### src/design/fnds_pkg.sv
// Package for the free neighbor degree sorter: beat types, function codes,
// FSM states, sizing constants and the sort order. No dependencies.
package fnds_pkg;

   localparam int GRAPH_WIDTH        = 64;
   localparam int GROUP_BITS         = 8;
   localparam int GROUPS             = GRAPH_WIDTH / GROUP_BITS;
   localparam int COUNT_BITS         = 7;
   localparam int DEF_NODES          = 64;
   localparam int DEF_MAX_CANDIDATES = 64;

   localparam logic [1:0] FUNC_ADJ  = 2'd0;
   localparam logic [1:0] FUNC_FREE = 2'd1;
   localparam logic [1:0] FUNC_CAND = 2'd2;

   typedef logic [GRAPH_WIDTH-1:0] graph_row_type;
   typedef logic [3:0]             group_count_type;

   typedef struct packed {
      logic [1:0] func;
      logic [5:0] node_a;
      logic [5:0] node_b;
      logic       bit_value;
      logic       last;
   } req_type;

   typedef struct packed {
      logic [5:0]  node;
      logic [5:0]  degree;
      logic [11:0] total_degree;
      logic        last_out;
   } rsp_type;

   typedef struct packed {
      logic       valid;
      logic [5:0] degree;
      logic [5:0] node;
   } entry_type;

   typedef struct packed {
      logic      insert;
      logic      pop;
      entry_type entry;
   } chain_cmd_type;

   typedef enum logic [2:0] {
      ST_IDLE,
      ST_ADJ_A,
      ST_ADJ_B,
      ST_CAND_RD,
      ST_CAND_SUM,
      ST_CAND_INS,
      ST_EMIT
   } state_type;

   // True when entry a must stand ahead of entry b in the sorted run.
   function automatic logic goes_first(entry_type a, entry_type b);
      logic result;
      if (a.degree != b.degree) begin
         result = (a.degree > b.degree);
      end else begin
         result = (a.node < b.node);
      end
      return result;
   endfunction

endpackage

### src/design/fnds_degree.sv
// Two-stage population count of a masked adjacency row.
// Depends on fnds_pkg.
module fnds_degree (
   input  logic                  clock,
   input  fnds_pkg::graph_row_type bits,
   output logic [5:0]            degree
);
   import fnds_pkg::*;

   group_count_type grp_ff [GROUPS];
   group_count_type grp_in [GROUPS];
   logic [5:0]      degree_ff;
   logic [5:0]      degree_in;

   always_comb begin
      for (int g = 0; g < GROUPS; g++) begin
         grp_in[g] = '0;
         for (int j = 0; j < GROUP_BITS; j++) begin
            grp_in[g] = grp_in[g] + group_count_type'(bits[g*GROUP_BITS+j]);
         end
      end
   end

   always_comb begin
      logic [6:0] sum;
      sum = '0;
      for (int g = 0; g < GROUPS; g++) begin
         sum = sum + 7'(grp_ff[g]);
      end
      degree_in = sum[5:0];
   end

   always_ff @(posedge clock) begin
      grp_ff    <= grp_in;
      degree_ff <= degree_in;
   end

   assign degree = degree_ff;
endmodule

### config.mk
export PLATFORM = sky130hd
export DESIGN_NAME = fnds_degree
export DESIGN_NICKNAME = d
export VERILOG_FILES = /design/src/design/fnds_pkg.sv /design/src/design/fnds_degree.sv
export SDC_FILE = /design/constraint.sdc
export NUM_CORES = 1
export LEC_CHECK = 0
export BUFFER_PORTS_ARGS = -buffer_cell sky130_fd_sc_hd__buf_2
export CORE_MARGIN = 5
export CORE_UTILIZATION = 30
export CTS_BUF_LIST = sky130_fd_sc_hd__clkbuf_16
export DETAILED_ROUTE_END_ITERATION = 10
export HOLD_SLACK_MARGIN = 0.06
export PLACE_DENSITY = 0.55
export SYNTH_ARGS = -nofsm -noshare
export SYNTH_HDL_FRONTEND = slang
export SYNTH_SLANG_ARGS = --single-unit
### constraint.sdc
create_clock -name clock -period 4.7 [get_ports clock]
set_clock_uncertainty 0.1 [all_clocks]
set_input_delay 0.235 -clock clock [delete_from_list [all_inputs] [get_ports clock]]
set_output_delay 0.235 -clock clock [all_outputs]
set_load 0.05 [all_outputs]
== Word level (Yosys, flattened, before mapping) ==
Cells that the tools add are included.

* Bits in registers: 38
* Input bits: 65
* Output and inout port bits: 6
* Word-level logic and storage cells: 72

* $add $sub $neg: 63

{| class="wikitable"
|+ Operators with widths
! kind !! count
|-
| $add 4x1->4 || 32
|-
| $add 3x1->4 || 8
|-
| $add 6x4->6 || 5
|-
| $add 2x1->3 || 8
|-
| $add 1x1->2 || 8
|-
| $add 5x4->6 || 1
|-
| $add 4x4->5 || 1
|}

== Logic depth before layout (Yosys ltp) ==
* Depth after elaboration: 7
* Depth in mapped cells: 12
* Mapped depth without buffers: 12

== Worst setup path before layout ==
Ideal clock, no wire load.

* Path type: register -> register
* Start: register grp_ff[2] in the netlist's numbering
* End: register degree_ff[4] (netlist: degree[4])
* Library setup time: 118 ps
* Arrival: 3170 ps
* Data required time: 4482 ps
* Setup slack: 1312 ps
* Cell stages (with the launch flop): 13
* Path buffers: 0
* Clock period less this slack: 3388 ps
* Path through: dfxtp_1 -> inv_1 -> fa_1 -> inv_1 -> fa_1 -> fa_1 -> inv_1 -> fa_1 -> inv_1 -> ha_1 -> inv_1 -> fa_1 -> xnor2_1

* Cells in the longest elaborated chain, start to end: 1

{| class="wikitable"
|+ Ends and longest elaborated chain
! element !! RTL line !! text
|-
| start: declaration || fnds_degree.sv:10 || <nowiki>group_count_type grp_ff [GROUPS];</nowiki>
|-
| start signal: assignment || fnds_degree.sv:34 || <nowiki>grp_ff <= grp_in;</nowiki>
|-
| $add 6x4->6 || fnds_degree.sv:28 || <nowiki>sum = sum + 7'(grp_ff[g]);</nowiki>
|-
| net degree_in[4] || fnds_degree.sv:13 || <nowiki>logic [5:0] degree_in;</nowiki>
|-
| end signal: assignment || fnds_degree.sv:35 || <nowiki>degree_ff <= degree_in;</nowiki>
|-
| end: declaration || fnds_degree.sv:12 || <nowiki>logic [5:0] degree_ff;</nowiki>
|}

The timed path passes the listed nets, and every way through them passes these cells.

== Worst setup path after layout ==
Same ends and word-level chain as after synthesis.

==> results.json <==
{
  "min_to": "grp_ff[24]",
  "critPathCaptureType": "register",
  "tritoncts": "yes",
  "clock-root-buffer": "clkbuf_16",
  "crit_chain": "inv_1 -> fa_1 -> inv_1 -> fa_1 -> fa_1 -> inv_1 -> fa_1 -> inv_1 -> ha_1 -> inv_1 -> fa_1 -> xnor2_1",
  "grt_max_degree": 13,
  "syn_area_um2": 2860,
  "overflow": 0,
  "cts_resized": 0,
  "drc": 0,
  "rsz0062_at_grt": "false",
  "viasPerCell": 3.68,
  "cts_setup_buffers": 0,
  "min_path_cells": 2,
  "cp_max_fo": 2,
  "grt_usage_pct": 8.17,
  "drtIter0Drc": 19,
  "required_ns": 4.76,
  "critical_path_arrival_ns": 3.56,
  "initial_utilization_pct": 30.8,
  "rows": 35,
  "whs_ns": 0.0817,
  "yosys_warnings": 0,
  "ys_types": 10,
  "slowest_stage": "fa_1",
  "cts_hold_repair.buffers": 0,
  "drive_gt1_share_pct": 22.7,
  "ys_seq_area_share_pct": 26.6,
  "grt_pass1_wl_um": 7560,
  "chipWidth_um": 108,
  "wire_per_inst_um": 9.28,
  "start_kind": "register",
  "totalWireLength_um": 4380,
  "port_buffers": 70,
  "max_stage_delay_ns": 0.54,
  "finalHoldViolCount": 0,
  "cts.path.max_buffers": 2,
  "slew_violations": 0,
  "syn_inst": 265,
  "vias": 1737,
  "gp_congestion": 0.672,
  "antenna_found_initial": 0,
  "worst_pin_slew_ns": 0.237,
  "hpwl_um": 4040,
  "cts_made_buffers": 5,
  "cts-htree-levels": 2,
  "hp-start": "bits[10]",
  "place_inst": 464,
  "fin_nets": 492,
  "clk_latency_ns": 0.27,
  "hp-class": "in2reg",
  "die_h_um": 108,
  "reg2reg_slack_ns": 1.20,
  "setup-tns-final_ns": 0,
  "slew_headroom_pct": 84.1,
  "syn-num-nets": 415,
  "drtPass1Iterations": 2,
  "max-cap-violations": 0,
  "outcome": "finished clean",
  "ioPinCount": 71,
  "antenna_cells": 0,
  "dieArea_um2": 11600,
  "avgSynthCellArea_um2": 10.8,
  "synth_seq_cells": 38,
  "finalCritPeriodShare_pct": 74.4,
  "core_um2": 9280,
  "period_minus_slack_ns": 3.50,
  "finalSetupViolCount": 0,
  "grt_pass1_vias": 1912,
  "r2r_cells": 12,
  "antenna_left": 0,
  "area_growth_pct": 22.8,
  "r2r_end": "degree[4]",
  "fmax_ghz": 0.286,
  "criticalPathCategory": "reg2reg",
  "finalNonFillerCells": 472,
  "rr_startpoint": "grp_ff[2]",
  "cts_sinks": 38,
  "clk_pin_slew_ns": 0.05
}
[per-stage QoR]
step                cell area [um2]  setup WS (ns)  utilization (%)
detailed placement             3380           1.18             36.4
global placement               3380           1.26             36.4
global route                   3520           1.07             37.9
finish                         3520           1.20             37.9
floorplan                      2860           1.31                -
CTS                            3520           1.16             37.9
[sequential cells by signal, indices dropped and copies added (netlist names)]
| signal | count |
|---|---|
| grp_ff | 32 |
| degree | 6 |
[logic make-up after synthesis]
logic type               Yosys count  share of synthesized area (%)
AO/OA/AOI/OAI                     10                           1.97
AND/OR/NAND/NOR                    8                           1.75
adder cells (fa/ha/maj)           85                           51.6
XOR/XNOR                          11                           3.36
flip-flops                        38                           26.6
buffers and inverters            113                           14.8
[per-layer routing]
| layer | vias to the layer above | global-route usage, % | routed length [um] |
|---|---|---|---|
| met4 | 0 | 2.43 | 46 |
| li1 | 877 | - | - |
| met1 | 826 | 9.09 | 1680 |
| met2 | 30 | 14.9 | 2430 |
| met5 | - | 0 | 0 |
| met3 | 4 | 2.46 | 227 |
[layout by cell type, fill, tap and decap left out, drive strengths merged]
cell type  synthesis  final
clkinvlp           0      1
a21o               1      1
nor2b              8      8
dfxtp             38     38
xor2               7      7
inv              113    113
clkbuf             0      5
clkinv             0      2
buf                0     70
ha                30     30
xnor2              4      4
fa                55     55
a21oi              9      9
[synthesized netlist by cell type]
cell type | n | share of area [%]
ha_1 | 30 | 13
nor2b_1 | 8 | 1.7
a21oi_2 | 1 | 0.31
xnor2_1 | 4 | 1.2
xor2_1 | 7 | 2.1
fa_1 | 55 | 38
dfxtp_1 | 38 | 27
a21oi_1 | 8 | 1.4
inv_1 | 113 | 15
a21o_1 | 1 | 0.26
[worst max path at each step]
stage / from / end / cells after the start
floorplan: grp_ff[2] / degree[4] / 12
finish: grp_ff[2] / degree[4] / 12
global route: grp_ff[2] / degree[4] / 12
CTS: grp_ff[2] / degree[4] / 12
detailed placement: grp_ff[2] / degree[4] / 12
global placement: grp_ff[2] / degree[4] / 12
[area by class of cell]
type	instances	area, um2
fillers	989	5770
multi-input cells	114	1680
flip-flops and latches	38	761
inverters	113	424
repair buffers	70	350
well taps	129	161
clock buffers	5	125
clock inverters	3	16.3
[worst max-delay path, delay by kind of cell (launching register included)]
family | cells | cell delay (ns)
fa+ha+maj | 6 | 2.56
buf+inv | 5 | 0.28
flops | 1 | 0.31
xor+xnor | 1 | 0.13
Power is left out: the tool's default activity adds up to more than one toggle a clock period on the data nets, which glitch-free logic cannot reach.
