## src/design/fnds_pkg.sv

```systemverilog
// Package for the free neighbor degree sorter: beat types, function codes,
// FSM states, sizing constants and the sort order. No dependencies.
package fnds_pkg;

   localparam int GRAPH_WIDTH        = 64;
   localparam int GROUP_BITS         = 8;
   localparam int GROUPS             = GRAPH_WIDTH / GROUP_BITS;
   localparam int COUNT_BITS         = 7;
   localparam int DEF_NODES          = 64;
   localparam int DEF_MAX_CANDIDATES = 64;

   localparam logic [1:0] FUNC_ADJ  = 2'd0;
   localparam logic [1:0] FUNC_FREE = 2'd1;
   localparam logic [1:0] FUNC_CAND = 2'd2;

   typedef logic [GRAPH_WIDTH-1:0] graph_row_type;
   typedef logic [3:0]             group_count_type;

   typedef struct packed {
      logic [1:0] func;
      logic [5:0] node_a;
      logic [5:0] node_b;
      logic       bit_value;
      logic       last;
   } req_type;

   typedef struct packed {
      logic [5:0]  node;
      logic [5:0]  degree;
      logic [11:0] total_degree;
      logic        last_out;
   } rsp_type;

   typedef struct packed {
      logic       valid;
      logic [5:0] degree;
      logic [5:0] node;
   } entry_type;

   typedef struct packed {
      logic      insert;
      logic      pop;
      entry_type entry;
   } chain_cmd_type;

   typedef enum logic [2:0] {
      ST_IDLE,
      ST_ADJ_A,
      ST_ADJ_B,
      ST_CAND_RD,
      ST_CAND_SUM,
      ST_CAND_INS,
      ST_EMIT
   } state_type;

   // True when entry a must stand ahead of entry b in the sorted run.
   function automatic logic goes_first(entry_type a, entry_type b);
      logic result;
      if (a.degree != b.degree) begin
         result = (a.degree > b.degree);
      end else begin
         result = (a.node < b.node);
      end
      return result;
   endfunction

endpackage

```

## src/design/fnds_cell.sv

```systemverilog
// One cell of the sorted candidate chain: holds one entry, takes a new
// entry or its neighbor's on insert, and shifts toward the head on pop.
// Depends on fnds_pkg.
module fnds_cell (
   input  logic                    clock,
   input  logic                    reset,
   input  fnds_pkg::chain_cmd_type cmd,
   input  fnds_pkg::entry_type     prev_entry,
   input  logic                    prev_before,
   input  fnds_pkg::entry_type     next_entry,
   output fnds_pkg::entry_type     entry_out,
   output logic                    before_out
);
   import fnds_pkg::*;

   entry_type entry_ff;
   entry_type entry_in;

   assign before_out = !entry_ff.valid || goes_first(cmd.entry, entry_ff);

   always_comb begin
      entry_in = entry_ff;
      if (cmd.pop) begin
         entry_in = next_entry;
      end else if (cmd.insert && before_out) begin
         entry_in = prev_before ? prev_entry : cmd.entry;
      end
   end

   always_ff @(posedge clock) begin
      if (reset) begin
         entry_ff.valid <= 1'b0;
      end else begin
         entry_ff <= entry_in;
      end
   end

   assign entry_out = entry_ff;
endmodule
```

## config.mk

```make
export PLATFORM = sky130hd
export DESIGN_NAME = fnds_cell
export DESIGN_NICKNAME = d
export VERILOG_FILES = /design/src/design/fnds_pkg.sv /design/src/design/fnds_cell.sv
export SDC_FILE = /design/constraint.sdc
export NUM_CORES = 1
export LEC_CHECK = 0
export ABC_AREA = 1
export BUFFER_PORTS_ARGS = -buffer_cell sky130_fd_sc_hd__buf_2
export CAP_MARGIN = 5
export CORE_MARGIN = 2
export CORE_UTILIZATION = 39
export DETAILED_ROUTE_END_ITERATION = 16
export PLACE_DENSITY = 0.85
export SLEW_MARGIN = 0
export SYNTH_ARGS = -nofsm -noshare
export SYNTH_HDL_FRONTEND = slang
export SYNTH_SLANG_ARGS = --single-unit
```

## constraint.sdc

```tcl
create_clock -name clock -period 1.9 [get_ports clock]
set_input_delay 0.19 -clock clock [delete_from_list [all_inputs] [get_ports clock]]
set_output_delay 0.19 -clock clock [all_outputs]
set_load 0.005 [all_outputs]
```

After elaboration in Yosys (flattened, before gate mapping)

Index checks and enable logic that the tools add are counted.

Equal/unequal tests: 1
Add/subtract/negate cells: 0
Multipliers: 0
Bitwise logic cells: 1
Reduce and logical (&&, ||, !) cells: 5
$lt $le $gt $ge: 2
Divide/modulo/power cells: 0
Shifts and indexed selects: 0
Mux-type cells: 4

Operators with widths:

| kind                | number |
|---|---|
| $mux W13            | 3 |
| $gt A6 B6 Y1        | 1 |
| $lt A6 B6 Y1        | 1 |
| $ne A6 B6 Y1        | 1 |
| $reduce_and A2 Y1   | 1 |
| $reduce_bool A2 Y1  | 1 |
| $logic_and A1 B1 Y1 | 1 |
| $logic_not A1 Y1    | 1 |
| $logic_or A1 B1 Y1  | 1 |
| $mux W1             | 1 |
| $not A1 Y1          | 1 |

Bits in latches: 0
RAM bits: 0
Output and inout bits: 14
Memories: 0
Bits of input ports: 44
Logic and storage cells: 16
ROM bits: 0
Register bits after elaboration: 13

Longest topological paths before layout

Word-level depth: 6
Mapped depth: 12
Depth with buffers taken out: 12

Worst setup path before layout

Ideal clock, no wire load.

Kind: flip-flop to flip-flop
Start point: register entry_ff, in the netlist entry_out[11]
End point: register entry_ff, in the netlist entry_out[0] (enable)
Path slack: -0.081 ns
Library setup time: 0.373 ns
Data required time: 1.527 ns
Stages on the path, launching flop included: 11
Buffers on the path: 0
Clock period less this slack: 1.981 ns
Data arrival time: 1.609 ns
Cells stage by stage: edfxtp_1 > inv_1 > ha_1 > nand2_2 > nor2_4 > nand2_2 > nor2_1 > nand2_1 > nand3_2 > nand2_2 > a21oi_2

Word-level cells in the longest chain between the ends: 6
Elaborated cells between the ends (all ways): 7
Classes of those cells: order compare: 1; eq/ne: 1; mux: 1; reduce/logical: 4

RTL lines:

| what                                         | line                           | text |
|---|---|---|
| from (decl)                                  | fnds_cell.sv:16                | `entry_type entry_ff;` |
| from (signal assigned)                       | fnds_cell.sv:34                | `entry_ff <= entry_in;` |
| $gt A6 B6 Y1 or $ne A6 B6 Y1 (tied branches) | fnds_pkg.sv:60, fnds_pkg.sv:59 |  |
| $mux W1 *                                    | fnds_pkg.sv:59                 | `if (a.degree != b.degree) begin` |
| $logic_or A1 B1 Y1 *                         | fnds_cell.sv:19                | `assign before_out = !entry_ff.valid \|\| goes_first(cmd.entry, entry_ff);` |
| named net before_out                         | fnds_cell.sv:12                | `output logic before_out` |
| $logic_and A1 B1 Y1 *                        | fnds_cell.sv:25                | `end else if (cmd.insert && before_out) begin` |
| $reduce_bool A2 Y1 (no source line) *        | -                              |  |
| $reduce_and A2 Y1 (no source line) *         | -                              |  |

The timed path passes the listed nets; every way through them passes the cells marked *.
A chain may end at the register's enable or synchronous reset.

Final worst setup path

Start point: register entry_ff, in the netlist entry_out[10]
End point: register entry_ff, in the netlist entry_out[6] (enable)

Word-level cells in the longest chain between the ends: 6
Elaborated cells between the ends (all ways): 7
Classes of those cells: order compare: 1; eq/ne: 1; mux: 1; reduce/logical: 4

RTL lines:

| what                                         | line |
|---|---|
| $gt A6 B6 Y1 or $ne A6 B6 Y1 (tied branches) | fnds_pkg.sv:60, fnds_pkg.sv:59 |
| $mux W1 *                                    | fnds_pkg.sv:59 |
| $logic_or A1 B1 Y1 *                         | fnds_cell.sv:19 |
| $logic_and A1 B1 Y1 *                        | fnds_cell.sv:25 |
| $reduce_bool A2 Y1 (no source line) *        | - |
| $reduce_and A2 Y1 (no source line) *         | - |

Mark *: on every way between the ends. The rest lies on a longest branch, timed or not.

==> run_results.csv <==
group,metric,value,unit
synth,avgSynthCellArea,7.471,um2
global_route,track_usage,0.1851,
finish,nNetsFinal,253,
finish,utilization,0.5960,
power_and_ir_drop,intPower,547.3,uW
worst_setup_path,critPathLaunchType,"flip-flop",
routing,wl_per_cell,12.44,um
min_path,hold_class,"in2reg",
power_and_ir_drop,comb_power_share,0.330,
run_status,run_status,"complete, but fails checks",
finish,fillCellCount,239,
power_and_ir_drop,p_clk_frac,0.229,
routing,drt-total-wl,2.824,mm
clock_network,clkSlewWorstSetupHoldPaths,90,ps
clock_network,cts_max_level,1,
sta,fin_crit,1902,ps
routing,drc,0,
synth,synth_edf_count,12,
place,placed_cell_area,0.001354,mm2
sta,relSlewSlack,0.7867,
floorplan,die_width,55.23,um
sta,hold_viol,0,
routing,vias,1105,
sta,setup_slack,-1.763,ps
synth,ys_seq_area_frac,0.3716,
synth,synth-compound-area-share,0.1540,
power_and_ir_drop,p_seq_frac,0.441,
worst_setup_path,path_max_fanout,6,
global_route,grt-busiest-layer,"met2",
power_and_ir_drop,leakage,0.0007668,uW
synth,synth_top_family_by_area,"simple AND/OR/NAND/NOR gates",
global_route,met2_usage,0.3435,
worst_setup_path,crit_arrival,1900,ps
place,gp_routability_congestion,0.7991,
synth,synth-seq-cells,13,
finish,design_area,0.001476,mm2
floorplan,die-area,0.003050,mm2
synth,synth.area.top_cells,"edfxtp_1, ha_1, a21oi_1",
synth,synth_simple_gate_area_share,0.2359,
place,pre_cts_ws,71.98,ps
global_route,grt_remaining_overflow,0,
clock_network,clockBufferDepth,2,
power_and_ir_drop,netSwitchingPower,250.5,uW
power_and_ir_drop,p_sw_frac,0.3140,
run_status,violations,"negative setup slack",
finish,synthToLayoutAreaGrowth,44.25,%
synth,synth_adder_area_share,0.1345,
synth,yosys-top-cells-count,"nand2_1, a21oi_1, inv_1",
finish,seq_area,380.4,um2
finish,multiInputGateArea,608.1,um2
sta,period_share,1.001,
synth,yosysTopAreaCellShare,0.3521,
place,hpwlAfterDp,2.020,mm
synth,synth_top_flop_cell,"edfxtp_1",
sta,setup_viol,1,
clock_network,clock_latency,280,ps
power_and_ir_drop,p_per_area,540.4,mW/mm2
sta,worst_pin_slew,320.0,ps
synth,synthesis.area,0.001023,mm2
synth,yosysWarningCount,0,
sta,max_freq,525.8,MHz
global_route,grt_use_met3,0.03044,
synth,synthMuxAreaShare,0,
floorplan,num_rows,18,
finish,instances_no_fill,227,
finish,drive_gt1_frac,0.4213,
routing,dr.pass1.iters,4,
synth,yosys.cell_types.count,17,
global_route,grt_pass1_wl,4.519,mm
floorplan,core_area,0.002477,mm2
global_route,grt_pass1_vias,1087,
global_route,antenna_found_initial,0,
worst_setup_path,required,1900,ps
clock_network,cts_root_buf,"clkbuf_4",
power_and_ir_drop,ir_drop,0.0003986,V
worst_setup_path,setup.worst_path.end_class,"flip-flop",
clock_network,cts_inserted_buffers,3,
place,dp_cells,221,
floorplan,initial_core_util,0.4131,
synth,synth_most_common_cell,"nand2_1",
sta,slew_violations,0,
sta,fin_worst_skew,11.41,ps
clock_network,cts.sinks,13,
routing,antenna_left,0,
synth,synth_xor_area_frac,0,
clock_network,cts_tree,"built",
synth,synth.net_count,192,
synth,async_reset_ff_frac,0,
run,max-cap-violations,0,
floorplan,ios,58,
clock_network,ctsHoldBuffers,0,
synth,yosysTopAreaCell,"edfxtp_1",
floorplan,die_h,55.23,um
finish,largest_register_ff_count,13,
global_route,grtUsageMet1,0.2047,
synth,syn_inst,137,
routing,viasPerCell,4.868,
place,portBuffers,57,
sta,rsz0062_at_grt,"yes",
worst_setup_path,criticalPathCategory,"reg2reg",
finish,antenna_cells,0,
sta,fin_tns_setup,-1.763,ps
routing,drtIter0Drc,24,
global_route,grt_max_degree,17,
[final timing paths]
kind	startpoint	cells past startpoint	slack, ps	end
worst max-delay path	entry_out[10]	11	-2	entry_out[6]
worst min-delay path	reset	4	200	entry_out[12]
worst max register to register	entry_out[10]	11	-2	entry_out[6]
worst min register to register	entry_out[12]	4	660	entry_out[12]
[cell families (layout without fill, tap and decap cells)]
family,after synthesis,in the layout
flops,13,13
buf+inv,27,87
simple gates,56,56
fa+ha+maj,11,11
compound gates,30,30
[what timing repair did]
item | CTS | global route
setup endpoints to repair | 0 | 13
endpoints found under the hold margin | 0 | 0
buffers inserted | 0 | 1
gates resized for setup | 0 | 10
[area by class of cell]
class	count	share of cell area
repair buffers	60	0.2288
clock buffers	4	0.01780
flip-flops and latches	13	0.2576
inverters	23	0.05847
multi-input cells	97	0.4119
well taps	30	0.02542
[through the flow]
| step | total power, uW | hold WS [ps] |
|---|---|---|
| floorplan | 484.1 | 349.3 |
| global placement | 582.3 | 502.3 |
| detailed placement | 590.2 | 513.8 |
| CTS | 767.2 | 209.8 |
| global route | 853.3 | 239.2 |
| finish | 797.8 | 203.0 |
[cells in the final DEF (no fill, tap or decap), types with 2 or more instances in the layout]
| cell | synthesis | routed |
|---|---|---|
| nand3_2 | 1 | 2 |
| buf_2 | 4 | 57 |
| nor2_1 | 14 | 14 |
| inv_1 | 21 | 18 |
| clkbuf_4 | 0 | 3 |
| nand2_2 | 5 | 4 |
| edfxtp_1 | 12 | 12 |
| a21oi_1 | 26 | 25 |
| ha_1 | 11 | 7 |
| inv_2 | 2 | 5 |
| nand2_1 | 32 | 32 |
| a21oi_2 | 2 | 2 |
| ha_4 | 0 | 4 |
[metal layers]
layer  routed length, um  up-vias
li1                    -      564
met5                   0        -
met1                1123      488
met3                 233        4
met4                  30        0
met2                1436       49
[power groups by stage]
stage	Sequential [uW]	Combinational, uW	Clock [uW]
2_1_floorplan	359	125	0
3_3_place_gp	356	226	0
3_5_place_dp	357	233	0
4_1_cts	351	234	182
5_1_grt	354	299	200
6_report	352	263	183
[critical path, cell delays in order, from the launching register on]
cell       delay (ps)
edfxtp_1          380
inv_2              60
ha_4              260
nand2_4            60
nor2_4            120
nand2_2            70
nor2_1            100
nand2_1            60
nand3_2            70
nand2_2            70
a21oi_4           180
clkbuf_16         180
Power figures use the tool's default switching activity.
